===== config.mk =====
export PLATFORM = sky130hd
export DESIGN_NAME = lps_dist
export DESIGN_NICKNAME = d
export VERILOG_FILES = /design/src/hw/rtl/lps_pkg.sv /design/src/hw/rtl/lps_dist.sv
export SDC_FILE = /design/constraint.sdc
export NUM_CORES = 2
export LEC_CHECK = 0
export ABC_AREA = 1
export BUFFER_PORTS_ARGS = -buffer_cell sky130_fd_sc_hd__clkbuf_2
export CAP_MARGIN = 10
export CORE_ASPECT_RATIO = 0.8
export CORE_UTILIZATION = 55
export CTS_CLUSTER_SIZE = 16
export DETAILED_ROUTE_END_ITERATION = 10
export PLACE_DENSITY_LB_ADDON = 0.1
export SLEW_MARGIN = 20
export SYNTH_ARGS = -nofsm -noshare
export SYNTH_HDL_FRONTEND = slang
export SYNTH_SLANG_ARGS = --single-unit

===== constraint.sdc =====
create_clock -name clk_i -period 6.7 [get_ports clk_i]
set_clock_uncertainty 0.05 [all_clocks]
set_input_delay 0.335 -clock clk_i [delete_from_list [all_inputs] [get_ports clk_i]]
set_output_delay 0.335 -clock clk_i [all_outputs]
set_load 0.01 [all_outputs]

===== src/hw/rtl/lps_pkg.sv =====
// ----------------------------------------------------------------------------
// lps_pkg
// Shared types and constants for the lookahead point search block.
// ----------------------------------------------------------------------------
package lps_pkg;

  // Field widths
  localparam int DATA_W   = 24;          // Q12.12 coordinate
  localparam int IDX_W    = 10;          // waypoint index field
  localparam int LEN_W    = 11;          // path length register
  localparam int LD_W     = 23;          // lookahead_distance register
  localparam int LSQ_W    = 2 * LD_W;    // lookahead distance squared
  localparam int DIFF_W   = DATA_W + 1;  // exact coordinate difference
  localparam int SQ_W     = 2 * DIFF_W;  // one squared difference
  localparam int SUM_W    = SQ_W + 1;    // sum of both squares
  localparam int WP_W     = 2 * DATA_W;  // one stored waypoint {x, y}

  // Configuration port
  localparam int PDATA_W  = 32;
  localparam int PADDR_W  = 3;
  localparam logic [PADDR_W-1:0] ADDR_PATH_LEN  = 3'h0;
  localparam logic [PADDR_W-1:0] ADDR_LOOKAHEAD = 3'h4;

  localparam logic [LEN_W-1:0] PATH_LEN_RST  = 11'd0;
  localparam logic [LD_W-1:0]  LOOKAHEAD_RST = 23'd2048;

  // Default path memory depth
  localparam int PATH_DEPTH_DEF = 1024;

  // Input word operation codes
  typedef enum logic [1:0] {
    MODE_WRITE = 2'd0,
    MODE_QUERY = 2'd1,
    MODE_CLEAR = 2'd2
  } mode_e;

  // Configuration register values
  typedef struct packed {
    logic [LEN_W-1:0] path_len;
    logic [LD_W-1:0]  lookahead_distance;
  } lps_cfg_t;

  // Tag that travels with each waypoint read
  typedef struct packed {
    logic valid;
    logic last;
  } lps_tag_t;

  // Distance test result for one waypoint
  typedef struct packed {
    logic              valid;
    logic              last;
    logic              hit;
    logic [DATA_W-1:0] x;
    logic [DATA_W-1:0] y;
  } lps_res_t;

endpackage


===== src/hw/rtl/lps_dist.sv =====
// ----------------------------------------------------------------------------
// lps_dist
// Distance pipeline: takes waypoints as they leave the path memory, forms the
// squared distance to the robot and compares it with the lookahead squared.
// ----------------------------------------------------------------------------
module lps_dist import lps_pkg::*; (
  input  logic                     clk_i,
  input  logic                     rst_ni,
  input  logic                     flush_i,
  input  lps_tag_t                 tag_i,     // issued with the memory read
  input  logic [WP_W-1:0]          rdata_i,   // memory data, in the cycle after the read
  input  logic signed [DATA_W-1:0] px_i,
  input  logic signed [DATA_W-1:0] py_i,
  input  logic [LSQ_W-1:0]         lsq_i,
  output lps_res_t                 res_o
);

  lps_tag_t              s1_q, s2_q, s3_q;
  logic [DATA_W-1:0]     x2_q, y2_q, x3_q, y3_q;
  logic signed [DIFF_W-1:0] dx_q, dy_q;
  logic [SQ_W-1:0]       sqx_q, sqy_q;
  logic [DATA_W-1:0]     wx, wy;
  logic [SUM_W-1:0]      sum;

  assign wx = rdata_i[WP_W-1:DATA_W];
  assign wy = rdata_i[DATA_W-1:0];

  // Advance stage tags; drop everything in flight on flush
  always_ff @(posedge clk_i or negedge rst_ni) begin
    if (!rst_ni) begin
      s1_q <= '0;
      s2_q <= '0;
      s3_q <= '0;
    end else if (flush_i) begin
      s1_q <= '0;
      s2_q <= '0;
      s3_q <= '0;
    end else begin
      s1_q <= tag_i;
      s2_q <= s1_q;
      s3_q <= s2_q;
    end
  end

  // Differences, then squares
  always_ff @(posedge clk_i) begin
    dx_q  <= $signed({wx[DATA_W-1], wx}) - $signed({px_i[DATA_W-1], px_i});
    dy_q  <= $signed({wy[DATA_W-1], wy}) - $signed({py_i[DATA_W-1], py_i});
    x2_q  <= wx;
    y2_q  <= wy;
    sqx_q <= SQ_W'(dx_q * dx_q);
    sqy_q <= SQ_W'(dy_q * dy_q);
    x3_q  <= x2_q;
    y3_q  <= y2_q;
  end

  // Sum and compare
  assign sum = {1'b0, sqx_q} + {1'b0, sqy_q};

  assign res_o.valid = s3_q.valid;
  assign res_o.last  = s3_q.last;
  assign res_o.hit   = (sum >= SUM_W'(lsq_i));
  assign res_o.x     = x3_q;
  assign res_o.y     = y3_q;

endmodule


## Yosys cells after proc, flatten, opt, wreduce, memory -nomap -nowiden

Index checks and enable logic that the tools add are counted.

- Input bits: 147
- Register bits: 252
- Output and inout bits: 51

- Multipliers: 2
- Multiplexer cells: 3
- $lt $le $gt $ge: 1
- $add $sub $neg: 3

Operators by type and width:

| operator | count |
|---|---|
| multiplier 25 x 25 -> 50 bit | 2 |
| adder 50 x 50 -> 51 bit | 1 |
| >= comparator 51 x 46 -> 1 bit | 1 |
| subtractor 24 x 24 -> 25 bit | 2 |
| 2-to-1 mux 2 bit | 3 |

## Depth between registers and ports, before layout

- Depth in word-level cells: 2
- Mapped depth: 31
- Mapped depth without buffers: 29

## Least setup slack after synthesis

No wires, ideal clock.

- Path kind: register to register
- From: register dy_q[24]
- To: register sqy_q[48]
- Cell stages (with the launch flop): 24
- Buffers on the path: 2
- Library setup time: 0.072 ns
- Setup slack: 0.093 ns
- Clock period less this slack: 6.607 ns
- Required time: 6.578 ns
- Arrival time: 6.486 ns
- Cells stage by stage: dfxtp_1 -> clkbuf_1 -> clkbuf_1 -> nand2_1 -> inv_1 -> fa_1 -> fa_1 -> inv_1 -> fa_1 -> inv_1 -> fa_1 -> fa_1 -> inv_1 -> fa_1 -> inv_1 -> fa_1 -> ha_1 -> inv_1 -> nor3_1 -> nand2_1 -> nor3_1 -> o21ai_0 -> nand3_1 -> xor2_1

- Longest elaborated chain between the ends: 1

Ends and longest elaborated chain:

| element | line | source |
|---|---|---|
| start, declared | lps_dist.sv:20 | `logic signed [DIFF_W-1:0] dx_q, dy_q;` |
| start signal, assigned | lps_dist.sv:48 | `dy_q <= $signed({wy[DATA_W-1], wy}) - $signed({py_i[DATA_W-1], py_i});` |
| multiplier 25 x 25 -> 50 bit | lps_dist.sv:52 | `sqy_q <= SQ_W'(dy_q * dy_q);` |
| end signal, assigned | lps_dist.sv:52 |  |
| end, declared | lps_dist.sv:21 | `logic [SQ_W-1:0] sqx_q, sqy_q;` |

Every way passes these cells.

## Final worst setup path

- From: register dy_q[4]
- To: register sqy_q[45]

Same word-level chain as after synthesis.

==> impl_metrics.env <==
export IMPL_status="finished, final reports clean"
export IMPL_synth_avg_cell_area_um2=8.46
export IMPL_synthCells=6457
export IMPL_synthesis_nets=8265
export IMPL_dr_pass1_iters=6
export IMPL_syn_area_um2=54600
export IMPL_layout_nets=8603
export IMPL_die_area_um2=101000
export IMPL_cts_clk_slew_worst_paths_ns=0.07
export IMPL_clk_latency_ns=0.65
export IMPL_drc=0
export IMPL_die_height_um=284
export IMPL_num_antenna_cells=0
export IMPL_rsz0062_at_grt="true"
export IMPL_viasPerCell=5.06
export IMPL_hold_depth=3
export IMPL_hold_class="input port to flip-flop"
export IMPL_met3_usage_pct=6.51
export IMPL_worstMarginPinSlew_ns=0.749
export IMPL_yosys_area_top_type="fa_1"
export IMPL_async_reset_ff_share_pct=2.40
export IMPL_fin_area_um2=61000
export IMPL_htree_levels=1
export IMPL_utilization_pct=62.5
export IMPL_wl_per_cell_um=17.6
export IMPL_fin_crit_sh_pct=98.1
export IMPL_synth_most_common_cell="inv_1"
export IMPL_critPathMaxFanout=11
export IMPL_grt_overflow_total=0
export IMPL_place_area_um2=58600
export IMPL_slew_viol_final=0
export IMPL_synth_flop_cell="dfxtp_1"
export IMPL_clock_path_buffers=3
export IMPL_io_buffers=197
export IMPL_setup_viol=0
export IMPL_dieWidth_um=354
export IMPL_rows=102
export IMPL_r2r_start="dy_q[4]$_DFF_P_"
export IMPL_io_pins=198
export IMPL_crit_chain="buf_4 -> buf_4 -> inv_1 -> nand2_1 -> fa_1 -> inv_1 -> fa_1 -> fa_1 -> fa_1 -> fa_1 -> fa_1 -> inv_1 -> fa_1 -> inv_1 -> ha_1 -> inv_1 -> o21ai_0 -> a21oi_2 -> o21ai_0 -> a21oi_1 -> nand3_1 -> nand2_1 -> nand3_1 -> xor2_1"
export IMPL_crit_family="adder cells"
export IMPL_first_global_vias=42500
export IMPL_period_minus_slack_ns=6.58
export IMPL_r2r_setup_slack_ns=0.12
export IMPL_cts_buffers_inserted=31
export IMPL_routed_wirelength_um=143000
export IMPL_hp_start="px_i[1]"
export IMPL_cts_tree="done"
export IMPL_hold_violations=0
export IMPL_synth_area_leaders="fa_1 (45%), inv_1 (14%), ha_1 (10%)"
export IMPL_grt_first_pass_wirelength_um=229000
export IMPL_yosys_register_bits=250
export IMPL_grt_util_met1_pct=46.8
export IMPL_slew_headroom_pct=49.7
export IMPL_min_to="dx_q[1]$_DFF_P_"
export IMPL_synthDistinctLibCells=57
export IMPL_clockRootBuffer="clkbuf_16"
export IMPL_synth_top_cell_area_share_pct=44.7
export IMPL_post_dp_hpwl_um=126000
export IMPL_ys_warn_count=0
export IMPL_grt_total_usage_pct=29.0
export IMPL_routabilityCongestion=0.964
export IMPL_path_buf_inv=7
export IMPL_cp_slowest_cell="fa_1"
export IMPL_busiest_layer="met1"
export IMPL_path_common_cell="fa_1"
export IMPL_syn_to_final_growth_pct=11.7
export IMPL_holdWs_ns=0.0506
export IMPL_initial_core_util_pct=55.9
export IMPL_worst_ep_arrival_time_ns=7.05
export IMPL_reg2reg_depth=24
export IMPL_use_met2_pct=40.3
export IMPL_grt_max_degree=28
export IMPL_cts_num_sinks=250
export IMPL_crit_type="flip-flop to flip-flop"
export IMPL_antenna_found_initial=5
export IMPL_worstPathRequired_ns=7.17
export IMPL_cp_end_kind="flip-flop"
export IMPL_crit_path_max_incr_delay_ns=0.53
export IMPL_vias=41100
export IMPL_cap_viol_max_count=0
export IMPL_antenna_left=0
export IMPL_core_area_um2=97600
export IMPL_drt_iter0_markers=3175
export IMPL_yosys_top_cells_count="inv_1 (1970), fa_1 (1219), nand2_1 (1187), ha_1 (442), nor2_1 (285)"
export IMPL_worstSetupStartpointType="flip-flop"
export IMPL_tns_ns=0
export IMPL_drive_above_1_share_pct=9.55
export IMPL_synth_edf_count=0
export IMPL_r2r_end="sqy_q[45]$_DFF_P_"
export IMPL_max_freq_mhz=152
export IMPL_synth_yosys_seq_area_share_pct=9.22
==> area by class of cell <==
class / instances / area, µm²
repair buffers: 461 / 3740
clock buffers: 39 / 866
flip-flops and latches: 250 / 5060
inverters: 1974 / 7420
multi-input cells: 4077 / 42100
well taps: 1300 / 1630
fillers: 8696 / 36600
clock inverters: 18 / 194
==> state kept, by name, summed over array words and instances, names as in the netlist <==
| name | count |
|---|---|
| x2_q | 24 |
| sqy_q | 49 |
| y3_q | 24 |
| y2_q | 24 |
| sqx_q | 49 |
| s1_q | 2 |
| dy_q | 25 |
| dx_q | 25 |
| s2_q | 2 |
| x3_q | 24 |
| res_o | 2 |
==> layout by cell type (no fill, tap or decap), types with 6 or more instances in the layout <==
cell type / n
fa_1: 1206
nor3_1: 31
o21bai_1: 26
clkbuf_2: 197
buf_4: 150
xnor2_1: 74
dfrtp_1: 6
a21oi_1: 210
nand2_2: 18
nand4_1: 38
nand2_1: 1178
buf_6: 7
dlygate4sd3_1: 57
clkbuf_8: 6
a21o_1: 29
o21a_1: 14
clkbuf_16: 34
o21ai_0: 101
dfxtp_1: 232
buf_12: 41
nor3_2: 11
ha_4: 11
xor2_1: 127
a31oi_1: 19
inv_1: 1963
nand3_1: 112
nor2_2: 21
or2_2: 7
nor2_1: 268
ha_2: 7
inv_2: 8
nand3_2: 8
o21ai_1: 23
a21oi_2: 14
fa_2: 13
dfxtp_2: 7
o21ai_2: 10
ha_1: 424
==> worst min-delay path, cell delays in order <==
cell and delay, ns:
clkbuf_2 0.10, fa_1 0.17, inv_1 0.07
==> per-layer routing <==
layer	vias up	routed length, µm
li1	19300	-
met4	0	1760
met3	108	13900
met2	1380	57100
met5	-	0
met1	20300	70200
==> metrics by stage <==
step / cells / setup WS [ns]
4_1_cts: 8104 / 0.00780
3_3_place_gp: 7990 / -0.0595
2_1_floorplan: 6457 / 0.0926
3_5_place_dp: 7990 / -0.116
5_1_grt: 8119 / -0.0601
6_report: 8119 / 0.124
==> cell families (layout without fill, tap and decap cells) <==
| logic type | after synthesis | count (layout) | share of synthesized area, % |
|---|---|---|---|
| and+or+nand+nor | 1726 | 1726 | 12.8 |
| adders and majority gates | 1661 | 1661 | 54.8 |
| buffers and inverters | 2130 | 2492 | 14.6 |
| AOI/OAI and AO/OA | 488 | 488 | 5.28 |
| DFF | 250 | 250 | 9.22 |
| xor gates and xnor gates | 202 | 202 | 3.25 |
==> timing repair <==
action | CTS | global route
endpoints found under the hold margin | 62 | 0
buffers inserted | 0 | 12
setup endpoints to repair | 9 | 54
hold buffers | 57 | 0
cloned | 0 | 3
resized for setup | 4 | 168
pin swaps | 0 | 30
==> worst max path at each step <==
| stage | startpoint | end | slack [ns] | cells after the start |
|---|---|---|---|---|
| after floorplan | dy_q[24]$_DFF_P_ | sqy_q[48]$_DFF_P_ | 0.09 | 23 |
| after global placement | dy_q[3]$_DFF_P_ | sqy_q[45]$_DFF_P_ | -0.06 | 24 |
| after detailed placement | dy_q[3]$_DFF_P_ | sqy_q[45]$_DFF_P_ | -0.12 | 24 |
| after CTS | dy_q[24]$_DFF_P_ | sqy_q[47]$_DFF_P_ | 0.008 | 21 |
| after global routing | dy_q[24]$_DFF_P_ | sqy_q[47]$_DFF_P_ | -0.06 | 23 |
| final | dy_q[4]$_DFF_P_ | sqy_q[45]$_DFF_P_ | 0.12 | 24 |
Power is not shown: default switching activity piles up to over one toggle a cycle in this logic, so the estimate is an artifact.
