[src/hw/rtl/lps_ram.sv]
// ----------------------------------------------------------------------------
// lps_ram
// Generic single-write, single-read RAM with registered read data.
// ----------------------------------------------------------------------------
module lps_ram #(
  parameter  int Width = 8,
  parameter  int Depth = 16,
  localparam int AddrW = (Depth > 1) ? $clog2(Depth) : 1
) (
  input  logic             clk_i,
  input  logic             we_i,
  input  logic [AddrW-1:0] waddr_i,
  input  logic [Width-1:0] wdata_i,
  input  logic             re_i,
  input  logic [AddrW-1:0] raddr_i,
  output logic [Width-1:0] rdata_o
);

  logic [Width-1:0] mem_q [Depth];
  logic [Width-1:0] rdata_q;

  // Write port
  always_ff @(posedge clk_i) begin
    if (we_i) begin
      mem_q[waddr_i] <= wdata_i;
    end
  end

  // Registered read port
  always_ff @(posedge clk_i) begin
    if (re_i) begin
      rdata_q <= mem_q[raddr_i];
    end
  end

  assign rdata_o = rdata_q;

endmodule

[config.mk]
export PLATFORM = sky130hd
export DESIGN_NAME = lps_ram
export DESIGN_NICKNAME = d
export VERILOG_FILES = /design/src/hw/rtl/lps_ram.sv
export SDC_FILE = /design/constraint.sdc
export NUM_CORES = 1
export LEC_CHECK = 0
export BUFFER_PORTS_ARGS = -buffer_cell sky130_fd_sc_hd__buf_2
export CAP_MARGIN = 20
export CORE_ASPECT_RATIO = 0.7
export CORE_MARGIN = 3
export CORE_UTILIZATION = 55
export DETAILED_ROUTE_END_ITERATION = 7
export GPL_TIMING_DRIVEN = 0
export PLACE_DENSITY = 0.74
export SYNTH_ARGS = -nofsm -noshare
export SYNTH_HDL_FRONTEND = slang
export SYNTH_SLANG_ARGS = --single-unit
[constraint.sdc]
create_clock -name clk_i -period 4.73 [get_ports clk_i]
set_input_delay 0.473 -clock clk_i [delete_from_list [all_inputs] [get_ports clk_i]]
set_output_delay 0.473 -clock clk_i [all_outputs]
set_load 0.02 [all_outputs]
### After elaboration in Yosys (flattened, before gate mapping)

Memories as Yosys holds them, arrays and structs flattened. A register that Yosys moved wholly into a read port is not among the register bits.
Index checks and enable logic that the tools add are counted.

| storage, ports and cells | value |
|---|---|
| bits in registers | 0 |
| memory bits (writable) | 128 |
| word-level logic and storage cells | 3 |
| memories | 1 |

| operators by class | value |
|---|---|
| mux-type cells | 2 |

Memory list:

| memory | words | bits a word | rd ports | clocked after memory_dff | wr ports | line | source |
|---|---|---|---|---|---|---|---|
| mem_q | 16 | 8 | 1 | 1 | 1 | 19 | `logic [Width-1:0] mem_q [Depth];` |

Operators with widths:

| operator | count |
|---|---|
| $mux 1 | 2 |

### Longest topological paths before layout

Gate-level depths: netlist of the first run.

| depth | value |
|---|---|
| depth after elaboration | 2 |
| depth in mapped cells | 5 |
| gate-level depth less buffers | 3 |

### Least setup slack after synthesis of the first run

Ideal clock, no wire load.

| timing path | value |
|---|---|
| kind | input to register |
| from | in waddr_i[2] |
| to | mem mem_q[0][0] (enable) |
| library setup time | 0.383 ns |
| data arrival time | 1.583 ns |
| required time | 4.347 ns |
| setup slack | 2.764 ns |
| cell stages on the path | 2 |
| path buffers | 0 |
| path through | or3b_2 > nor3_1 |

RTL lines:

| element | line | source |
|---|---|---|
| start: declaration | 12 | `input logic [AddrW-1:0] waddr_i,` |
| end: declaration | 19 |  |

No word-level cell before the write port.

### Final worst setup path of the first run

| timing path | value |
|---|---|
| from | in waddr_i[2] |
| to | mem mem_q[2][5] (enable) |

No word-level cell before the write port.

==> impl_metrics.env, run 1 <==
export IMPL_status="complete, no violations"
export IMPL_die_y_um=87.6
export IMPL_postCtsSetupBuffers=0
export IMPL_internal_power_mw=2.44
export IMPL_setup_tns_ps=0
export IMPL_drt_initial_drc_count=229
export IMPL_worstSetupPathType="in2reg"
export IMPL_core_um2=9140
export IMPL_fmax_mhz=580
export IMPL_power_density_nw_per_um2=481
export IMPL_utilization_pct=67.8
export IMPL_area_delta_synth_final_pct=18.6
export IMPL_synth_top_cells_by_area="edfxtp_1 78%, mux4_2 7.8%, mux4_1 7.0%, a22oi_1 2.3%, nor2_1 0.93%"
export IMPL_clkTransAtPathRegs_ps=50
export IMPL_wl_per_cell_um=24.9
export IMPL_cp_max_fo=8
export IMPL_holdBufCountCts=0
export IMPL_register_area_um2=4080
export IMPL_row_count=29
export IMPL_yosysTopAreaCell="edfxtp_1"
export IMPL_slew_headroom_pct=41.9
export IMPL_worst_setup_path_start_kind="primary input"
export IMPL_period_share_pct=36.5
export IMPL_syn_area_um2=5230
export IMPL_die_area_um2=10700
export IMPL_required_ps=4770
export IMPL_rsz0062_at_grt="no"
export IMPL_cp_arrival_ps=1760
export IMPL_worst_pin_slew_ps=865
export IMPL_layout_min_cycle_time_ps=1730
export IMPL_synthAdderAreaFrac_pct=0
export IMPL_drive_gt1_share_pct=28.7
export IMPL_hold_class="in2reg"
export IMPL_comb_power_share_pct=4.6
export IMPL_drc=0
export IMPL_syn_area_per_cell_um2=22.8
export IMPL_setup_violations=0
export IMPL_yosys_register_bits=136
export IMPL_clkLatencyLatePin_ps=410
export IMPL_synth_top_family_by_area="multiplexers"
export IMPL_die_x_um=123
export IMPL_synth_warnings=0
export IMPL_power_frac_clock_pct=49.7
export IMPL_synth_most_common_cell="edfxtp_1"
export IMPL_p_sw_mw=0.541
export IMPL_gp_congestion=0.727
export IMPL_cts_buffer_depth=2
export IMPL_crit_path_end_kind="flop"
export IMPL_skew_ps=7.68
export IMPL_via_per_inst=6.06
export IMPL_seqPwrFrac_pct=45.7
export IMPL_multi_input_area_um2=1060
export IMPL_synth_nets=248
export IMPL_synthArstFlopShare_pct=0
export IMPL_synth_common_cells="136 x edfxtp_1, 18 x mux4_2, 16 x a22oi_1"
export IMPL_sw_frac_of_total_pct=18.1
export IMPL_ant_nets=0
export IMPL_first_pass_iters=5
export IMPL_grt_overflow=0
export IMPL_cts_htree_levels=4
export IMPL_fill_cells=607
export IMPL_synth_edf_count=136
export IMPL_grtUsageTotal_pct=22.1
export IMPL_ios=27
export IMPL_synth_compound_area_share_pct=2.30
export IMPL_synth_xor_area_share_pct=0
export IMPL_start_util_pct=57.2
export IMPL_grt_pass1_wl_um=15800
export IMPL_fin_nets=296
export IMPL_num_vias=2503
export IMPL_hold_viol=0
export IMPL_first_global_vias=2558
export IMPL_yosys_area_share_simple_pct=3.14
export IMPL_cts_tree="yes"
export IMPL_synthFlopType="edfxtp_1"
export IMPL_antenna_found_initial=0
export IMPL_synth_top_area_share_pct=78.1
export IMPL_cts_root_buf="clkbuf_16"
export IMPL_ir_drop_mv=0.448
export IMPL_cts_sinks=136
export IMPL_ys_types=18
export IMPL_ys_seq_area_share_pct=78.1
export IMPL_post_cts_resize_count=0
export IMPL_slew_violations=0
export IMPL_synth_mux_area_share_pct=14.8
export IMPL_dpl_hpwl_um=6580
export IMPL_grt_max_degree=17
export IMPL_power_leakage_nw=2.10
export IMPL_num_antenna_cells=0
export IMPL_drt_total_wl_um=10300
export IMPL_cap_violations=0
export IMPL_synthCells=229
export IMPL_cts_inserted_buffers=17
export IMPL_io_buffers=25
==> stage by stage <==
step           setup WS [ps]  hold slack [ps]  power, mW  instances  cell area [µm²]
3_5_place_dp            2560              755       1.53        382             5540
4_1_cts                 3010              387       3.00        413             6200
2_1_floorplan           2760              572       1.46        229             5230
6_report                3000              396       2.98        413             6200
5_1_grt                 2960              387       3.08        413             6200
3_3_place_gp            2220              743       1.52        378             5510
==> final timing paths <==
kind,start,end,slack [ps],cells past startpoint
max,waddr_i[2],mem_q[2][5],3000,3
min,re_i,rdata_o[3],400,1
max reg2reg,mem_q[1][0],rdata_o[0],3160,3
min reg2reg,mem_q[2][2],rdata_o[2],770,3
==> cell usage in the layout, fill, tap and decap left out, types with 2 or more instances in the layout <==
| cell type | instances |
|---|---|
| buf_4 | 5 |
| nor2_1 | 13 |
| buf_2 | 28 |
| mux4_1 | 14 |
| nor3_1 | 4 |
| bufinv_16 | 7 |
| nand2b_1 | 2 |
| nand3b_1 | 2 |
| mux4_2 | 18 |
| clkbuf_1 | 3 |
| buf_6 | 3 |
| a22oi_1 | 16 |
| clkdlybuf4s25_2 | 3 |
| nand2_1 | 9 |
| clkinv_1 | 3 |
| edfxtp_1 | 136 |
| clkbuf_16 | 17 |
==> final cells by class <==
cell class / instances / area share (%)
Buffer: 10 / 1.39
Multi-Input combinational cell: 83 / 17.0
Tap cell: 124 / 2.50
Clock buffer: 20 / 7.04
Clock inverter: 11 / 3.65
Timing Repair Buffer: 29 / 2.50
Sequential cell: 136 / 65.9
==> cells by family (layout without fill, tap and decap cells) <==
logic type | count (synthesis) | in the layout
flip-flops | 136 | 136
AND/OR/NAND/NOR | 35 | 35
multiplexers | 32 | 32
AO/OA/AOI/OAI | 16 | 16
buffers and inverters | 10 | 70
==> per-layer routing <==
layer,wire length (µm),vias to the layer above,GRT usage [%],share of wire (%)
met5,0,-,0,0
met2,4840,117,33.0,47
met1,4510,1300,31.0,44
met3,830,7,7.62,8.1
li1,-,1079,-,-
met4,127,0,8.43,1.2
==> power by group through the flow <==
| stage | Combinational [mW] | Clock [mW] | Sequential (mW) |
|---|---|---|---|
| 6_report | 0.137 | 1.48 | 1.36 |
| 5_1_grt | 0.149 | 1.57 | 1.37 |
| 4_1_cts | 0.137 | 1.50 | 1.37 |
| 3_5_place_dp | 0.137 | 0 | 1.39 |
| 3_3_place_gp | 0.131 | 0 | 1.39 |
| 2_1_floorplan | 0.0685 | 0 | 1.40 |
==> flip-flops by register name, summed over array words and instances (netlist names) <==
| name | flops |
|---|---|
| mem_q | 128 |
| rdata_o | 8 |
==> critical path, cell delays in order <==
cell    delay [ps]
buf_2          120
or3b_2         520
nor2_1         640
Note: power is estimated with default switching activity, not from simulation.
==> run 2: changes to the inputs <==
- clock period: 4.73 -> 1.6 ns (I/O delays scaled with it)
==> impl_metrics.env, run 2 (synthesis results as in run 1) <==
export IMPL_status="complete, no violations"
export IMPL_worst_setup_path_start_kind="flop"
export IMPL_required_ps=1750
export IMPL_max_stage_delay_ps=570
export IMPL_rsz0062_at_grt="no"
export IMPL_gp_congestion=0.730
export IMPL_comb_power_share_pct=5.2
export IMPL_cts_root_buf="clkbuf_16"
export IMPL_largest_reg_flops=128
export IMPL_start_util_pct=57.2
export IMPL_area_delta_synth_final_pct=15.0
export IMPL_drt_initial_drc_count=141
export IMPL_layout_commonest_cell="edfxtp_1"
export IMPL_power_frac_clock_pct=41.8
export IMPL_cts_inserted_buffers=17
export IMPL_crit_path_end_kind="flop"
export IMPL_cp_max_fo=1
export IMPL_die_x_um=123
export IMPL_first_global_vias=2481
export IMPL_row_count=29
export IMPL_whs_path_depth=1
export IMPL_ios=27
export IMPL_utilization_pct=65.8
export IMPL_first_pass_iters=5
export IMPL_grt_overflow=0
export IMPL_slew_violations=0
export IMPL_postCtsSetupBuffers=0
export IMPL_post_place_ws_ps=-267
export IMPL_fmax_mhz=670
export IMPL_hold_viol=0
export IMPL_num_antenna_cells=0
export IMPL_clkTransAtPathRegs_ps=50
export IMPL_layoutNonFillerInstCount=411
export IMPL_reg2reg_from="mem_q[6][0]"
export IMPL_dpl_hpwl_um=6590
export IMPL_place_area_um2=5540
export IMPL_post_cts_resize_count=0
export IMPL_cap_violations=0
export IMPL_cts_htree_levels=4
export IMPL_r2r_end="rdata_o[0]"
export IMPL_setup_violations=0
export IMPL_drive_gt1_share_pct=27.2
export IMPL_antenna_found_initial=0
export IMPL_cts_tree="yes"
export IMPL_ir_drop_mv=1.37
export IMPL_io_buffers=25
export IMPL_min_to="rdata_o[6]"
export IMPL_power_density_nw_per_um2=1270
export IMPL_holdBufCountCts=0
export IMPL_fin_nets=295
export IMPL_core_um2=9140
export IMPL_worstSetupPathType="reg2reg"
export IMPL_die_area_um2=10700
export IMPL_power_leakage_nw=2.01
export IMPL_p_sw_mw=1.53
export IMPL_num_vias=2452
export IMPL_place_inst=381
export IMPL_layout_common_cells="136 x edfxtp_1, 28 x buf_2, 18 x mux4_2"
export IMPL_reg2regPathDepth=3
export IMPL_setup_tns_ps=0
export IMPL_skew_ps=3.73
export IMPL_seqPwrFrac_pct=52.9
export IMPL_grt_pass1_wl_um=15300
export IMPL_crit_chain="mux4_1, a22oi_1, nand2_1"
export IMPL_final_area_um2=6010
export IMPL_reg2reg_slack_ps=110
export IMPL_fin_ws_ps=107
export IMPL_fill_cells=618
export IMPL_ant_nets=0
export IMPL_cts_sinks=136
export IMPL_sw_frac_of_total_pct=20.1
export IMPL_grtUsageTotal_pct=21.2
export IMPL_worst_pin_slew_ps=834
export IMPL_clkLatencyLatePin_ps=400
export IMPL_drc=0
export IMPL_cts_buffer_depth=2
export IMPL_grt_max_degree=17
export IMPL_drt_total_wl_um=10200
export IMPL_hold_class="in2reg"
export IMPL_die_y_um=87.6
export IMPL_top_register="mem_q"
export IMPL_slew_headroom_pct=44.0
export IMPL_worstHoldStart="re_i"
export IMPL_internal_power_mw=6.10
export IMPL_wl_per_cell_um=24.9
export IMPL_critPathSlowestCell="mux4_1"
export IMPL_via_per_inst=5.97
export IMPL_cp_arrival_ps=1640
export IMPL_period_share_pct=93.3
export IMPL_layout_min_cycle_time_ps=1490
## run 2: cell count changes in the layout (fill, tap and decap cells not counted)
cell,before,now
clkinv_2,1,3
nor3_2,0,1
buf_4,5,4
nor3_1,4,3
clkinv_1,3,5
bufinv_16,7,0
clkbuf_1,3,5
## run 2: layout make-up
| class | instances | area, µm² | area share [%] |
|---|---|---|---|
| plain buffers | 10 | 86.3 | 1.44 |
| clock buffers | 22 | 444 | 7.39 |
| clock inverters | 8 | 33.8 | 0.562 |
| multi-input cells | 83 | 1060 | 17.7 |
| flip-flops and latches | 136 | 4080 | 67.9 |
| well taps | 124 | 155 | 2.58 |
| repair buffers | 28 | 148 | 2.46 |
## run 2: worst max-delay path: cells and delay by family, from the launching register on
kind | cells | cell delay (ps)
AND/OR/NAND/NOR | 1 | 80
AO/OA/AOI/OAI | 1 | 230
multiplexers | 1 | 570
flip-flops | 1 | 360
## run 2: power groups by stage
stage | Sequential, mW | Combinational [mW] | Clock, mW
after floorplan | 4.13 | 0.203 | 0
after global placement | 4.10 | 0.389 | 0
after detailed placement | 4.11 | 0.403 | 0
after CTS | 4.04 | 0.404 | 3.25
after global routing | 4.04 | 0.430 | 3.43
final | 4.04 | 0.400 | 3.19
## run 2: worst max path at each step
stage	start	end	slack [ps]	cells past startpoint
2_1_floorplan	raddr_i[0]	rdata_o[1]	160	5
3_3_place_gp	waddr_i[2]	mem_q[8][3]	-320	3
3_5_place_dp	waddr_i[2]	mem_q[3][1]	-270	3
4_1_cts	mem_q[6][0]	rdata_o[0]	90	3
5_1_grt	mem_q[8][5]	rdata_o[5]	40	3
6_report	mem_q[6][0]	rdata_o[0]	110	3
## run 2: stage by stage
stage | power [mW] | hold slack, ps
2_1_floorplan | 4.33 | 259
3_3_place_gp | 4.49 | 526
3_5_place_dp | 4.51 | 531
4_1_cts | 7.69 | 108
5_1_grt | 7.90 | 106
6_report | 7.63 | 124
## run 2: routing by layer
metal  GRT usage [%]  part of all wire (%)  routed length, µm  vias up
met3            6.78                   7.0                722        5
met4            4.88                  0.62                 64        0
met1            32.3                    46               4670     1289
met2            30.7                    47               4780       84
met5               0                     0                  0        -
li1                -                     -                  -     1074
