==> config.mk <==
export PLATFORM = sky130hd
export DESIGN_NAME = lps_cfg
export DESIGN_NICKNAME = d
export VERILOG_FILES = /design/src/hw/rtl/lps_pkg.sv /design/src/hw/rtl/lps_cfg.sv
export SDC_FILE = /design/constraint.sdc
export NUM_CORES = 1
export LEC_CHECK = 0
export ABC_AREA = 1
export BUFFER_PORTS_ARGS = -buffer_cell sky130_fd_sc_hd__buf_4
export CELL_PAD_IN_SITES_DETAIL_PLACEMENT = 1
export CELL_PAD_IN_SITES_GLOBAL_PLACEMENT = 2
export CORE_MARGIN = 1.5
export CORE_UTILIZATION = 23
export CTS_CLUSTER_SIZE = 28
export DETAILED_ROUTE_END_ITERATION = 6
export PLACE_DENSITY = 0.82
export SLEW_MARGIN = 40
export SYNTH_ARGS = -nofsm -noshare
export SYNTH_HDL_FRONTEND = slang
export SYNTH_SLANG_ARGS = --single-unit
export TNS_END_PERCENT = 100
==> constraint.sdc <==
create_clock -name clk_i -period 1.1 [get_ports clk_i]
set_clock_uncertainty 0.2 [all_clocks]
set_input_delay 0.22 -clock clk_i [delete_from_list [all_inputs] [get_ports clk_i]]
set_output_delay 0.22 -clock clk_i [all_outputs]
set_load 0.01 [all_outputs]
==> src/hw/rtl/lps_pkg.sv <==
// ----------------------------------------------------------------------------
// lps_pkg
// Shared types and constants for the lookahead point search block.
// ----------------------------------------------------------------------------
package lps_pkg;

  // Field widths
  localparam int DATA_W   = 24;          // Q12.12 coordinate
  localparam int IDX_W    = 10;          // waypoint index field
  localparam int LEN_W    = 11;          // path length register
  localparam int LD_W     = 23;          // lookahead_distance register
  localparam int LSQ_W    = 2 * LD_W;    // lookahead distance squared
  localparam int DIFF_W   = DATA_W + 1;  // exact coordinate difference
  localparam int SQ_W     = 2 * DIFF_W;  // one squared difference
  localparam int SUM_W    = SQ_W + 1;    // sum of both squares
  localparam int WP_W     = 2 * DATA_W;  // one stored waypoint {x, y}

  // Configuration port
  localparam int PDATA_W  = 32;
  localparam int PADDR_W  = 3;
  localparam logic [PADDR_W-1:0] ADDR_PATH_LEN  = 3'h0;
  localparam logic [PADDR_W-1:0] ADDR_LOOKAHEAD = 3'h4;

  localparam logic [LEN_W-1:0] PATH_LEN_RST  = 11'd0;
  localparam logic [LD_W-1:0]  LOOKAHEAD_RST = 23'd2048;

  // Default path memory depth
  localparam int PATH_DEPTH_DEF = 1024;

  // Input word operation codes
  typedef enum logic [1:0] {
    MODE_WRITE = 2'd0,
    MODE_QUERY = 2'd1,
    MODE_CLEAR = 2'd2
  } mode_e;

  // Configuration register values
  typedef struct packed {
    logic [LEN_W-1:0] path_len;
    logic [LD_W-1:0]  lookahead_distance;
  } lps_cfg_t;

  // Tag that travels with each waypoint read
  typedef struct packed {
    logic valid;
    logic last;
  } lps_tag_t;

  // Distance test result for one waypoint
  typedef struct packed {
    logic              valid;
    logic              last;
    logic              hit;
    logic [DATA_W-1:0] x;
    logic [DATA_W-1:0] y;
  } lps_res_t;

endpackage

==> src/hw/rtl/lps_cfg.sv <==
// ----------------------------------------------------------------------------
// lps_cfg
// APB-style register file for path length and lookahead distance.
// ----------------------------------------------------------------------------
module lps_cfg import lps_pkg::*; (
  input  logic               clk_i,
  input  logic               rst_ni,
  input  logic               psel,
  input  logic               penable,
  input  logic               pwrite,
  input  logic [PADDR_W-1:0] paddr,
  input  logic [PDATA_W-1:0] pwdata,
  output logic [PDATA_W-1:0] prdata,
  output logic               pready,
  output lps_cfg_t           cfg_o
);

  logic [LEN_W-1:0] path_len_q;
  logic [LD_W-1:0]  lookahead_q;
  logic             wr_en;

  assign pready = 1'b1;
  assign wr_en  = psel & penable & pwrite;

  // Register writes in the access phase
  always_ff @(posedge clk_i or negedge rst_ni) begin
    if (!rst_ni) begin
      path_len_q  <= PATH_LEN_RST;
      lookahead_q <= LOOKAHEAD_RST;
    end else if (wr_en) begin
      unique case (paddr)
        ADDR_PATH_LEN:  path_len_q  <= pwdata[LEN_W-1:0];
        ADDR_LOOKAHEAD: lookahead_q <= pwdata[LD_W-1:0];
        default: ;
      endcase
    end
  end

  // Read back
  always_comb begin
    unique case (paddr)
      ADDR_PATH_LEN:  prdata = PDATA_W'(path_len_q);
      ADDR_LOOKAHEAD: prdata = PDATA_W'(lookahead_q);
      default:        prdata = '0;
    endcase
  end

  assign cfg_o.path_len           = path_len_q;
  assign cfg_o.lookahead_distance = lookahead_q;

endmodule

# Word-level counts from Yosys, hierarchy flattened
# Cells that the tools add are included.
dict set report totals {
  register_bits 34
  in_bits 40
  out_inout_bits 67
  elab_cells 9
}
dict set report classes {
  eq_ne 1
  muxes 1
  bitwise 2
  reduce_logical 3
}
# cell count
set ops {}
lappend ops {{23-bit case mux with 2 select lines} 1}
lappend ops {{2-bit AND reduction} 2}
lappend ops {{3-bit == test (second input constant)} 1}
lappend ops {{3-bit logical NOT} 1}
lappend ops {{1-bit AND} 2}

# Depth between registers and ports, before layout
# Gate-level depths: netlist (run 1).
dict set report logic_depth {
  depth_word 3
  ltp_mapped 6
  depth_no_buf 5
}

# Worst setup path before layout (run 1)
# No wires, ideal clock.
dict set report synth_timing {
  kind {input port to output port}
  startpoint {input paddr[1]}
  endpoint {output prdata[10]}
  t_arrival_ns 0.848
  required_time_ns 0.680
  setup_slack_ns -0.168
  stages 4
  path_buffers 1
  path_cell_list {nor2_4 -> nand2_1 -> buf_2 -> o21ai_0}
}
dict set report synth_via {
  elab_chain_len 2
  elab_cells_between_ends 3
  cone_classes {1 x eq/ne; 1 x mux; 1 x reduce/logical}
}
# element line
set synth_lines {}
lappend synth_lines {{start, declared} lps_cfg.sv:11} ;# input logic [PADDR_W-1:0] paddr,
lappend synth_lines {{3-bit == test or 3-bit logical NOT (tied branches)} lps_cfg.sv:41} ;# unique case (paddr)
lappend synth_lines {{23-bit case mux with 2 select lines (*)} lps_cfg.sv:41}
lappend synth_lines {{end, declared} lps_cfg.sv:13} ;# output logic [PDATA_W-1:0] prdata,
# Every way passes the cells marked *; elsewhere a longest branch is shown, timed or not.

# Worst setup path after layout (run 1)
dict set report layout_timing {
  startpoint {register lookahead_q[11]}
  endpoint {output prdata[11]}
}
dict set report layout_via {
  elab_chain_len 1
}
# element line
set layout_lines {}
lappend layout_lines {{start, declared} lps_cfg.sv:19} ;# logic [LD_W-1:0] lookahead_q;
lappend layout_lines {{start signal, assigned} lps_cfg.sv:33} ;# ADDR_LOOKAHEAD: lookahead_q <= pwdata[LD_W-1:0];
lappend layout_lines {{23-bit case mux with 2 select lines} lps_cfg.sv:41}
# No other way between the ends.

==> metrics.md, run 1 <==
| Metric | Value |
|---|---|
| Status | finished with violations |
| Violated checks | negative setup slack |
| Routed WL | 7880 µm |
| TritonCTS clock tree | yes |
| Comb pwr share | roughly 50% |
| Setup WS pre-CTS | -0.436 ns |
| Area leader, netlist | dfrtp_1 |
| Final Cycle Share | 133% |
| GRT overflow | 0 |
| PD cells | around 1300 nW/µm² |
| Top post-synthesis cells by area | dfrtp_1 42%, o21bai_1 13%, nand2_1 8.9%, nand3_1 8.7%, inv_1 6.6% |
| Die Height | 95.0 µm |
| Hold slack | 0.217 ns |
| Fin worst setup slack | -0.362 ns |
| I/O pins | 107 |
| Clock sinks | 34 |
| Worst EP required | 0.68 ns |
| Share of cells above drive strength 1 | 59.0% |
| Fmax | 0.684 GHz |
| Setup TNS | -16.45 ns |
| Clock root cell | clkbuf_8 |
| Post-DP HPWL | 4460 µm |
| VDD IR-drop max | 0.000526 V |
| Starting density of the core | a little under a quarter |
| Final ANT Viol Nets | 0 |
| Worst R2R Path Depth | 5 |
| Sequential Power Share | 33.2% |
| Synth Area per Inst | 8.04 µm² |
| Die area | ~9000 µm² |
| Area growth syn-to-layout | 117% |
| Maxcap violations | 0 |
| Via count | 2199 |
| Row count | 33 |
| Post-synthesis sequential area ratio | 43.8% |
| CP Launch Type | flip-flop |
| R2R Setup Slk | -0.06 ns |
| RSZ-0062 raised after global routing | yes |
| Die width | ~95 µm |
| Hold WC Path Type | input port to asynchronous set/reset pin |
| Filler cells | 931 |
| Reg2reg end | lookahead_q[2] |
| Post-synthesis cell count | roughly 240 |
| WP data arrival | 1.04 ns |
| Worst Path Class, Setup | flip-flop to output port |
| Largest net degree at the start of global routing | 35 |
| YS warnings | 0 |
| LEAKAGE | 0.00198 µW |
| Library cells used by synthesis | 19 |
| CP Capture Point | prdata[11] |
| CP Capture Type | output port |
| Clock buffer depth | 2 |
| Drt first pass iters | 4 |
| Switching part of the total | 33.9% |
| CP max FO | 2 |
| Nets | 445 |
| Final hold vios | 0 |
| GRT Total Usage | 16.9% |
| Internal Power | 3630 µW |
| CP Launch Point | lookahead_q[11] |
| Clk pwr share | 16.2% |
| Later-pin clock latency in the skew report | 0.28 ns |
| DR iter-0 viols | 21 |
| Core Region | 8220 µm² |
| Initial antenna violation count | 0 |
| RR Startpoint | lookahead_q[2] |
| Final min period | ~1.5 ns |
| Drt drc | 0 |
| Synth top area share | 42.4% |
| Final setup violation count | 85 |
| WL/cell | 15.4 µm |
| Pins over their slew limit | 0 |
| Sw power | between 1500 and 2000 µW |
| Clock slew at reported path FFs | 0.07 ns |
| #FFs+latches synth | 34 |
| Ant. Diodes | 0 |
| Vias per inst | 4.31 |
| CTS HTree Levels | 2 |
| Global placement routability congestion | 0.713 |
| Input/output buffers | 87 |
| Vias in the first global route | 2328 |
| Mapped cell area | 1950 µm² |
| First-pass GRT wire length | 11600 µm |
| CTS Buf Count | 5 |
[power by group through the flow]
| stage | Combinational (µW) | Clock [µW] | Sequential (µW) |
|---|---|---|---|
| 2_1_floorplan | 761 | 0 | 1890 |
| 3_3_place_gp | 1850 | 0 | 1740 |
| 3_5_place_dp | 1890 | 0 | 1750 |
| 4_1_cts | 2430 | 928 | 1810 |
| 5_1_grt | 3010 | 979 | 1860 |
| 6_report | 2780 | 891 | 1830 |
[cells by family after synthesis]
family / count (synthesis) / share of synthesized area (%)
simple gates: 98 / 23.2
other cells: 2 / 0.386
compound gates: 45 / 15.9
flops: 34 / 43.8
buf+inv: 63 / 16.7
[registers in the layout, indices dropped and copies added, names as in the netlist]
signal,flops
lookahead_q,23
path_len_q,11
[stage by stage]
step | utilization, % | cells | cell area (µm²) | total power (µW)
after floorplan | - | 250 | 2140 | 2650
after global placement | 36.6 | 444 | 3010 | 3590
after detailed placement | 36.6 | 444 | 3010 | 3640
after CTS | 46.6 | 494 | 3820 | 5160
after global routing | 51.4 | 510 | 4220 | 5850
final | 51.4 | 510 | 4220 | 5490
[synth_stat cells]
cell type / number
buf_4: 16
inv_1: 34
nand2_4: 1
buf_1: 1
inv_2: 4
nor2_1: 13
nand3_2: 1
buf_2: 5
buf_6: 3
nor2_8: 1
nand3_1: 34
o21bai_1: 34
nand2_2: 1
o21ai_0: 11
dfrtp_1: 33
nand2_1: 46
nor2_4: 1
conb_1: 2
dfstp_2: 1
[repair_timing]
item / in CTS / in global routing
hold buffers: 24 / 0
cloned: 5 / 3
endpoints found under the setup margin: 70 / 89
pin swaps: 14 / 38
buffers inserted: 14 / 19
resized for setup: 87 / 82
hold endpoints to repair: 68 / 0
[placed cells by master, fill, tap and decap left out, types with 2 or more instances in the layout]
cell type and n:
clkbuf_8 5, dlygate4sd3_1 24, nand2_1 35, buf_8 5, nand3_2 18, inv_1 14, buf_12 8, conb_1 10
nand3_1 17, o21ai_2 3, clkinv_2 2, buf_6 86, nor2_4 15, inv_6 3, nand2_4 2, inv_2 21
dfrtp_1 33, nand2_2 10, o21bai_4 2, clkbuf_16 2, o21ai_4 8, o21bai_1 32, buf_4 45
[worst min path at each step]
stage / cells past startpoint / to / slack, ns / startpoint
floorplan: 0 / lookahead_q[0] / -0.28 / rst_ni
global placement: 2 / lookahead_q[3] / -0.02 / rst_ni
detailed placement: 2 / lookahead_q[3] / -0.01 / rst_ni
CTS: 3 / path_len_q[4] / 0.23 / rst_ni
global route: 3 / lookahead_q[3] / 0.26 / rst_ni
finish: 3 / path_len_q[3] / 0.22 / rst_ni
[worst max-delay path, cell delays in order (launching register included)]
cell,delay [ns]
dfstp_2,0.54
inv_2,0.05
nor2_4,0.07
buf_6,0.10
[routing by layer]
layer,part of all wire (%),vias to the layer above,global-route usage (%)
li1,-,1070,-
met1,41,1069,20.4
met2,55,56,31.1
met3,3.0,4,3.22
met4,0.62,0,2.99
met5,0,-,0
[cell type report]
| type | instances | area (µm²) | share of cell area [%] |
|---|---|---|---|
| clock inverters | 2 | 10.0 | 0.237 |
| repair buffers | 171 | 1840 | 43.5 |
| flip-flops and latches | 34 | 852 | 20.2 |
| clock buffers | 5 | 68.8 | 1.63 |
| inverters | 38 | 158 | 3.73 |
| well taps | 105 | 131 | 3.11 |
| multi-input cells | 155 | 1170 | 27.6 |
(Power assumes the default switching activity.)
==> run 2: changes to the inputs <==
Settings changed: CORE_UTILIZATION 23 to 24, CTS_BUF_LIST set to sky130_fd_sc_hd__clkbuf_2 sky130_fd_sc_hd__clkbuf_4 sky130_fd_sc_hd__clkbuf_8, PLACE_DENSITY 0.82 to 0.85.
==> run 2 against run 1 <==
Against the previous run: the run still ends with negative setup slack left; utilization rose by 4.1 points; routed wire length is 6.8% higher; non-clock buffer count up 10; cell area up 2.0%; first-iteration DRC count grew to 3.0 times the previous value; clock power grew 10%; worst hold slack lost 0.066 ns; via count rose by 4.3%; critical path type unchanged; critical endpoint unchanged.
==> metrics.md, run 2 (same netlist as run 1, synthesis figures left out) <==
| Metric | Value |
|---|---|
| Status | finished with violations |
| Violated checks | negative setup slack |
| CP max-delay cell | dfstp_2 |
| Nets | 453 (+1.8%) |
| Final Core Density | 55.5% (+4.1 points) |
| Routed WL | 8420 µm (+6.8%) |
| CTS HTree Levels | 2 (unchanged) |
| CTS Buf Count | 5 (unchanged) |
| Clk pwr share | 16.9% (+0.7 points) |
| Setup WS pre-CTS | -0.400 ns (+0.0367 ns) |
| Setup TNS | -15.06 ns (+1.39 ns) |
| Pins over their slew limit | 0 (unchanged) |
| Area growth syn-to-layout | 121% |
| Largest register FFs | 23 (unchanged) |
| Die Height | 93.0 µm (-2.0%) |
| Share of cells above drive strength 1 | 60.9% (+1.9 points) |
| Starting density of the core | 25.0% (+1.4 points) |
| Placed Cells | 444 (unchanged) |
| WP data arrival | 1.05 ns (about the same) |
| Internal Power | 3860 µW (+6.2%) |
| Fin worst setup slack | -0.369 ns (-0.00707 ns) |
| Input/output buffers | 87 (unchanged) |
| Worst Path Class, Setup | flip-flop to output port |
| CP Launch Type | flip-flop |
| WL/cell | 16.3 µm (+5.4%) |
| Final ANT Viol Nets | 0 (unchanged) |
| CP max FO | 2 (unchanged) |
| Clock buffer depth | 2 (unchanged) |
| Most frequent cells in the layout | 90 x buf_6, 51 x buf_4, 33 x nand2_1 |
| DR iter-0 viols | 63 (+200%) |
| Largest net degree at the start of global routing | 19 (-46%) |
| Final setup violation count | 79 (-7.1%) |
| Comb pwr share | 51.0% (+0.4 points) |
| CP Capture Type | output port |
| Clock root cell | clkbuf_8 |
| Hold WC Path Type | input port to asynchronous set/reset pin |
| Die width | 93.0 µm (-2.0%) |
| Clock sinks | 34 (unchanged) |
| Critical path buffer and inverter count | 2 (unchanged) |
| Final min period | 1.47 ns (+0.00707 ns) |
| Final Cycle Share | 134% (+0.64 points) |
| GRT overflow | 0 (unchanged) |
| Core Region | 7770 µm² (-5.5%) |
| Maxcap violations | 0 (unchanged) |
| PD cells | 1340 nW/µm² (+3.3%) |
| VDD IR-drop max | 0.000590 V (+12%) |
| Sw power | 1930 µW (+3.8%) |
| Sequential Power Share | 32.0% (-1.2 points) |
| Vias in the first global route | 2465 (+5.9%) |
| Clock slew at reported path FFs | 0.07 ns (about the same) |
| Switching part of the total | 33.4% (-0.51 points) |
| Reg2reg end | lookahead_q[10] |
| Drt first pass iters | 4 (unchanged) |
| Critical-path cell list | inv_2, nor2_4, buf_6 |
| Later-pin clock latency in the skew report | 0.28 ns (about the same) |
| Initial antenna violation count | 1 (+1) |
| LEAKAGE | 0.00204 µW (+3.4%) |
| Fmax | 0.681 GHz (-0.48%) |
| Post-DP HPWL | 4760 µm (+6.7%) |
| Vias per inst | 4.44 (+2.9%) |
| Commonest non-fill, non-tap cell in the layout | buf_6 |
| Worst R2R Path Depth | 6 (+1) |
| Drt drc | 0 (unchanged) |
| R2R Setup Slk | -0.19 ns (-0.13 ns) |
| Via count | 2293 (+4.3%) |
| Multi-input logic area | 1110 µm² (-4.8%) |
| RSZ-0062 raised after global routing | yes |
| TritonCTS clock tree | yes |
| Largest registers | lookahead_q: 23 flops, path_len_q: 11 flops |
| Global placement routability congestion | 0.749 (+5.1%) |
| Finished Layout Cells | 517 (+1.4%) |
| GRT Total Usage | 19.0% (+2.1 points) |
| Worst EP required | 0.68 ns (about the same) |
| First-pass GRT wire length | 12600 µm (+8.5%) |
| Slowest stage delay, CP | 0.55 ns (about the same) |
| I/O pins | 107 (unchanged) |
| Crit path max-delay family | flip-flops |
| Filler cells | 865 (-7.1%) |
| Die area | 8660 µm² (-4.0%) |
| Final hold vios | 0 (unchanged) |
| RR Startpoint | lookahead_q[10] |
| Row count | 32 (-3.0%) |
| Reg area | 853 µm² (+0.15%) |
| Biggest register | lookahead_q |
-- run 2: cell count changes in the layout (fill, tap and decap cells not counted), sizes merged --
| cell | delta |
|---|---|
| nor2 | -2 |
| clkbuf | +1 |
| diode | +1 |
| buf | +11 |
| clkinv | -1 |
-- run 2: worst max-delay path by stage --
stage / start / end / slack [ns] / depth (start not counted)
after floorplan: paddr[0] / prdata[0] / -0.05 / 6
after global placement: paddr[0] / prdata[10] / -0.38 / 7
after detailed placement: paddr[0] / prdata[3] / -0.40 / 7
after CTS: lookahead_q[11] / prdata[11] / -0.38 / 3
after global routing: lookahead_q[11] / prdata[11] / -0.42 / 3
final: lookahead_q[11] / prdata[11] / -0.37 / 3
-- run 2: layout make-up --
cell class / instances / area share, %
Sequential cell: 34 / 19.8
Antenna cell: 1 / 0.0581
Clock buffer: 7 / 2.09
Clock inverter: 1 / 0.116
Inverter: 38 / 3.49
Multi-Input combinational cell: 153 / 25.8
Timing Repair Buffer: 181 / 45.7
Tap cell: 102 / 2.96
-- run 2: per-stage QoR --
stage	hold slack (ns)	instance area [µm²]	total power, µW
after floorplan	-0.276	2140	2650
after global placement	-0.104	3000	3620
after detailed placement	-0.103	3000	3680
after CTS	0.149	4020	5500
after global routing	0.157	4310	6120
final	0.152	4310	5790
-- run 2: worst reg2reg max path, delay by kind of cell (launching register included) --
kind | cells | cell delay, ns
buf+inv | 4 | 0.40
flops | 1 | 0.42
simple gates | 1 | 0.07
compound gates | 1 | 0.10
-- run 2: power by group through the flow --
stage                     logic (µW)  registers (µW)  clock network, µW
after global routing            3170            1890               1070
final                           2960            1850                981
after detailed placement        1920            1760                  0
after global placement          1870            1750                  0
after CTS                       2640            1850               1020
after floorplan                  761            1890                  0
-- run 2: repair_timing --
item | CTS | global route
setup endpoints to repair | 71 | 87
endpoints found under the hold margin | 66 | 0
resized for setup | 141 | 38
hold buffers | 24 | 0
setup buffers | 21 | 20
pin swaps | 27 | 24
gates cloned | 3 | 1
-- run 2: layer usage --
layer / part of all wire [%] / vias up / global-route usage (%)
met5: 0 / - / 0
met1: 38 / 1127 / 20.4
li1: - / 1082 / -
met3: 3.6 / 16 / 3.25
met2: 56 / 68 / 37.7
met4: 2.4 / 0 / 4.67
==> run 3: changes to the inputs <==
Settings changed: CORE_ASPECT_RATIO set to 1.1, GPL_TIMING_DRIVEN set to 0.
==> run 3 against run 2 <==
Against the previous run: the flow still finishes with violations (negative setup slack); utilization decreased by 5.0 points; non-clock buffer count decreased by 19; first-iteration DRC count increased by 43%; critical path type is now input port to output port; worst hold slack got worse by 0.067 ns; clock-buffer cell count increased by 1; critical endpoint is now prdata[8]; clock power about the same.
==> metrics.md, run 3 (same netlist as run 1, synthesis figures left out) <==
| Metric | Value |
|---|---|
| Status | finished with violations |
| Violated checks | negative setup slack |
| Comb pwr share | 45.4% (-5.6 points) |
| Setup TNS | -14.70 ns (+0.352 ns) |
| LEAKAGE | 0.00197 µW (-3.8%) |
| Slowest stage delay, CP | 0.14 ns (-0.41 ns) |
| Largest register FFs | 23 (unchanged) |
| Maxcap violations | 0 (unchanged) |
| Die width | 88.8 µm (-4.5%) |
| Clock buffer depth | 2 (unchanged) |
| Largest net degree at the start of global routing | 35 (+16) |
| Critical path buffer and inverter count | 5 (+3) |
| Row count | 34 (+6.3%) |
| Critical-path cell list | buf_8, inv_4, nand2_4, nor2_8, buf_6, buf_12, nand2_4, o21ai_2, buf_4 |
| Clk pwr share | 18.8% (+1.9 points) |
| Nets | 434 (-4.2%) |
| Sw power | 1790 µW (-7.4%) |
| Routed WL | 7810 µm (-7.3%) |
| Pwr Total | 5240 µW (-9.5%) |
| Internal Power | 3450 µW (-11%) |
| Final setup violation count | 72 (-8.9%) |
| Share of cells above drive strength 1 | 53.2% (-7.7 points) |
| DR iter-0 viols | 90 (+43%) |
| Biggest register | lookahead_q |
| Later-pin clock latency in the skew report | 0.28 ns (about the same) |
| Final instance area | 3980 µm² (-7.7%) |
| Input/output buffers | 87 (unchanged) |
| I/O pins | 107 (unchanged) |
| First-pass GRT wire length | 11900 µm (-5.3%) |
| CP max-delay cell | buf_4 |
| Final min period | 1.48 ns (+0.00955 ns) |
| TritonCTS clock tree | yes |
| PD cells | 1320 nW/µm² (-1.9%) |
| Via count | 2171 (-5.3%) |
| VDD IR-drop max | 0.000634 V (+7.4%) |
| Final hold vios | 0 (unchanged) |
| Fin worst setup slack | -0.378 ns (-0.00955 ns) |
| Worst Path Class, Setup | input port to output port |
| CP Capture Type | output port |
| Starting density of the core | 24.7% (-0.33 points) |
| Clock slew at reported path FFs | 0.07 ns (about the same) |
| CP max FO | 6 (+4) |
| GRT overflow | 0 (unchanged) |
| Ant. Diodes | 0 (-1) |
| Core Region | 7870 µm² (+1.3%) |
| Vias per inst | 4.32 (-2.7%) |
| Clock root cell | clkbuf_8 |
| Hold WC Path Type | input port to flip-flop |
| Drt drc | 0 (unchanged) |
| Sequential Power Share | 35.9% (+3.9 points) |
| GRT Total Usage | 17.9% (-1.1 points) |
| Fmax | 0.677 GHz (-0.65%) |
| Final Cycle Share | 134% (+0.87 points) |
| Initial antenna violation count | 0 (-1) |
| RSZ-0062 raised after global routing | yes |
| Drt first pass iters | 4 (unchanged) |
| DP Area | 2930 µm² (-2.5%) |
| Final ANT Viol Nets | 0 (unchanged) |
| CTS HTree Levels | 2 (unchanged) |
| CP Launch Type | input port |
| Pins over their slew limit | 0 (unchanged) |
| WP data arrival | 1.06 ns (about the same) |
| Crit-path most repeated cell | nand2_4 |
| Switching part of the total | 34.2% (+0.77 points) |
| Die area | 8660 µm² (about the same) |
| Setup WS pre-CTS | -0.439 ns (-0.0396 ns) |
| Most frequent cells in the layout | 65 x buf_6, 59 x buf_4, 35 x nand2_1 |
| Clock sinks | 34 (unchanged) |
| Largest registers | lookahead_q: 23 flops, path_len_q: 11 flops |
| Worst EP required | 0.68 ns (about the same) |
| Commonest non-fill, non-tap cell in the layout | buf_6 |
| Global placement routability congestion | 0.748 (-0.20%) |
| Crit path max-delay family | buffers and inverters |
| Die Height | 97.4 µm (+4.7%) |
| CTS Buf Count | 5 (unchanged) |
| Area growth syn-to-layout | 104% |
| Vias in the first global route | 2364 (-4.1%) |
| Post-DP HPWL | 4800 µm (+0.92%) |
| WL/cell | 15.5 µm (-4.7%) |
## run 3: cell types whose count changed in the layout (fill, tap and decap cells not counted), moves of 3 or more
cell and delta:
buf_12 -3, buf_4 +8, buf_6 -25, dfrtp_1 -7
dfrtp_2 +7, inv_1 +18, inv_2 -19, nand2_2 -10
nand2_4 +8, nand3_1 +9, nand3_2 -9, nor2_2 +5
nor2_4 -5
## run 3: final cells by class
cell class | count | area, µm²
Sequential cell | 34 | 862
Inverter | 38 | 155
Tap cell | 108 | 135
Multi-Input combinational cell | 153 | 1060
Clock buffer | 8 | 91.3
Fill cell | 907 | 3890
Timing Repair Buffer | 141 | 1470
Buffer | 21 | 201
## run 3: what timing repair did
item,CTS,global route
gates cloned,2,2
hold endpoints to repair,67,0
resized for setup,103,42
pin swaps,7,12
setup buffers,14,15
hold buffers,24,0
endpoints found under the setup margin,58,81
## run 3: worst reg2reg max path, delay by kind of cell (launching register included)
| kind | cells | cell delay, ns |
|---|---|---|
| flops | 1 | 0.55 |
| buf+inv | 3 | 0.29 |
| simple gates | 1 | 0.06 |
| compound gates | 1 | 0.14 |
## run 3: power by group through the flow
stage	clock, µW	combinational [µW]	sequential (µW)
3_5_place_dp	0	1730	1780
3_3_place_gp	0	1680	1770
4_1_cts	1010	2160	1860
2_1_floorplan	0	761	1890
6_report	984	2380	1880
5_1_grt	1080	2570	1920
## run 3: worst paths after layout
kind / slack (ns) / to / cells past startpoint / from
max: -0.38 / prdata[8] / 9 / paddr[0]
min: 0.08 / path_len_q[3] / 4 / paddr[2]
max reg2reg: -0.19 / lookahead_q[11] / 5 / lookahead_q[11]
min reg2reg: 0.46 / path_len_q[7] / 3 / path_len_q[7]
max in group asynchronous: 0.10 / lookahead_q[3] / 2 / rst_ni
min in group asynchronous: 0.23 / path_len_q[6] / 2 / rst_ni
## run 3: per-layer routing
| layer | up-vias | track usage [%] | part of all wire [%] |
|---|---|---|---|
| li1 | 1042 | - | - |
| met1 | 1045 | 21.0 | 41 |
| met2 | 74 | 33.3 | 54 |
| met3 | 10 | 2.80 | 4.0 |
| met4 | 0 | 4.09 | 1.3 |
| met5 | - | 0 | 0 |
## run 3: through the flow
step	instances	util (%)	hold WS, ns
2_1_floorplan	250	-	-0.276
3_3_place_gp	445	37.2	0.00744
3_5_place_dp	445	37.2	0.0173
4_1_cts	492	48.0	0.0653
5_1_grt	503	50.5	0.0957
6_report	503	50.5	0.0843
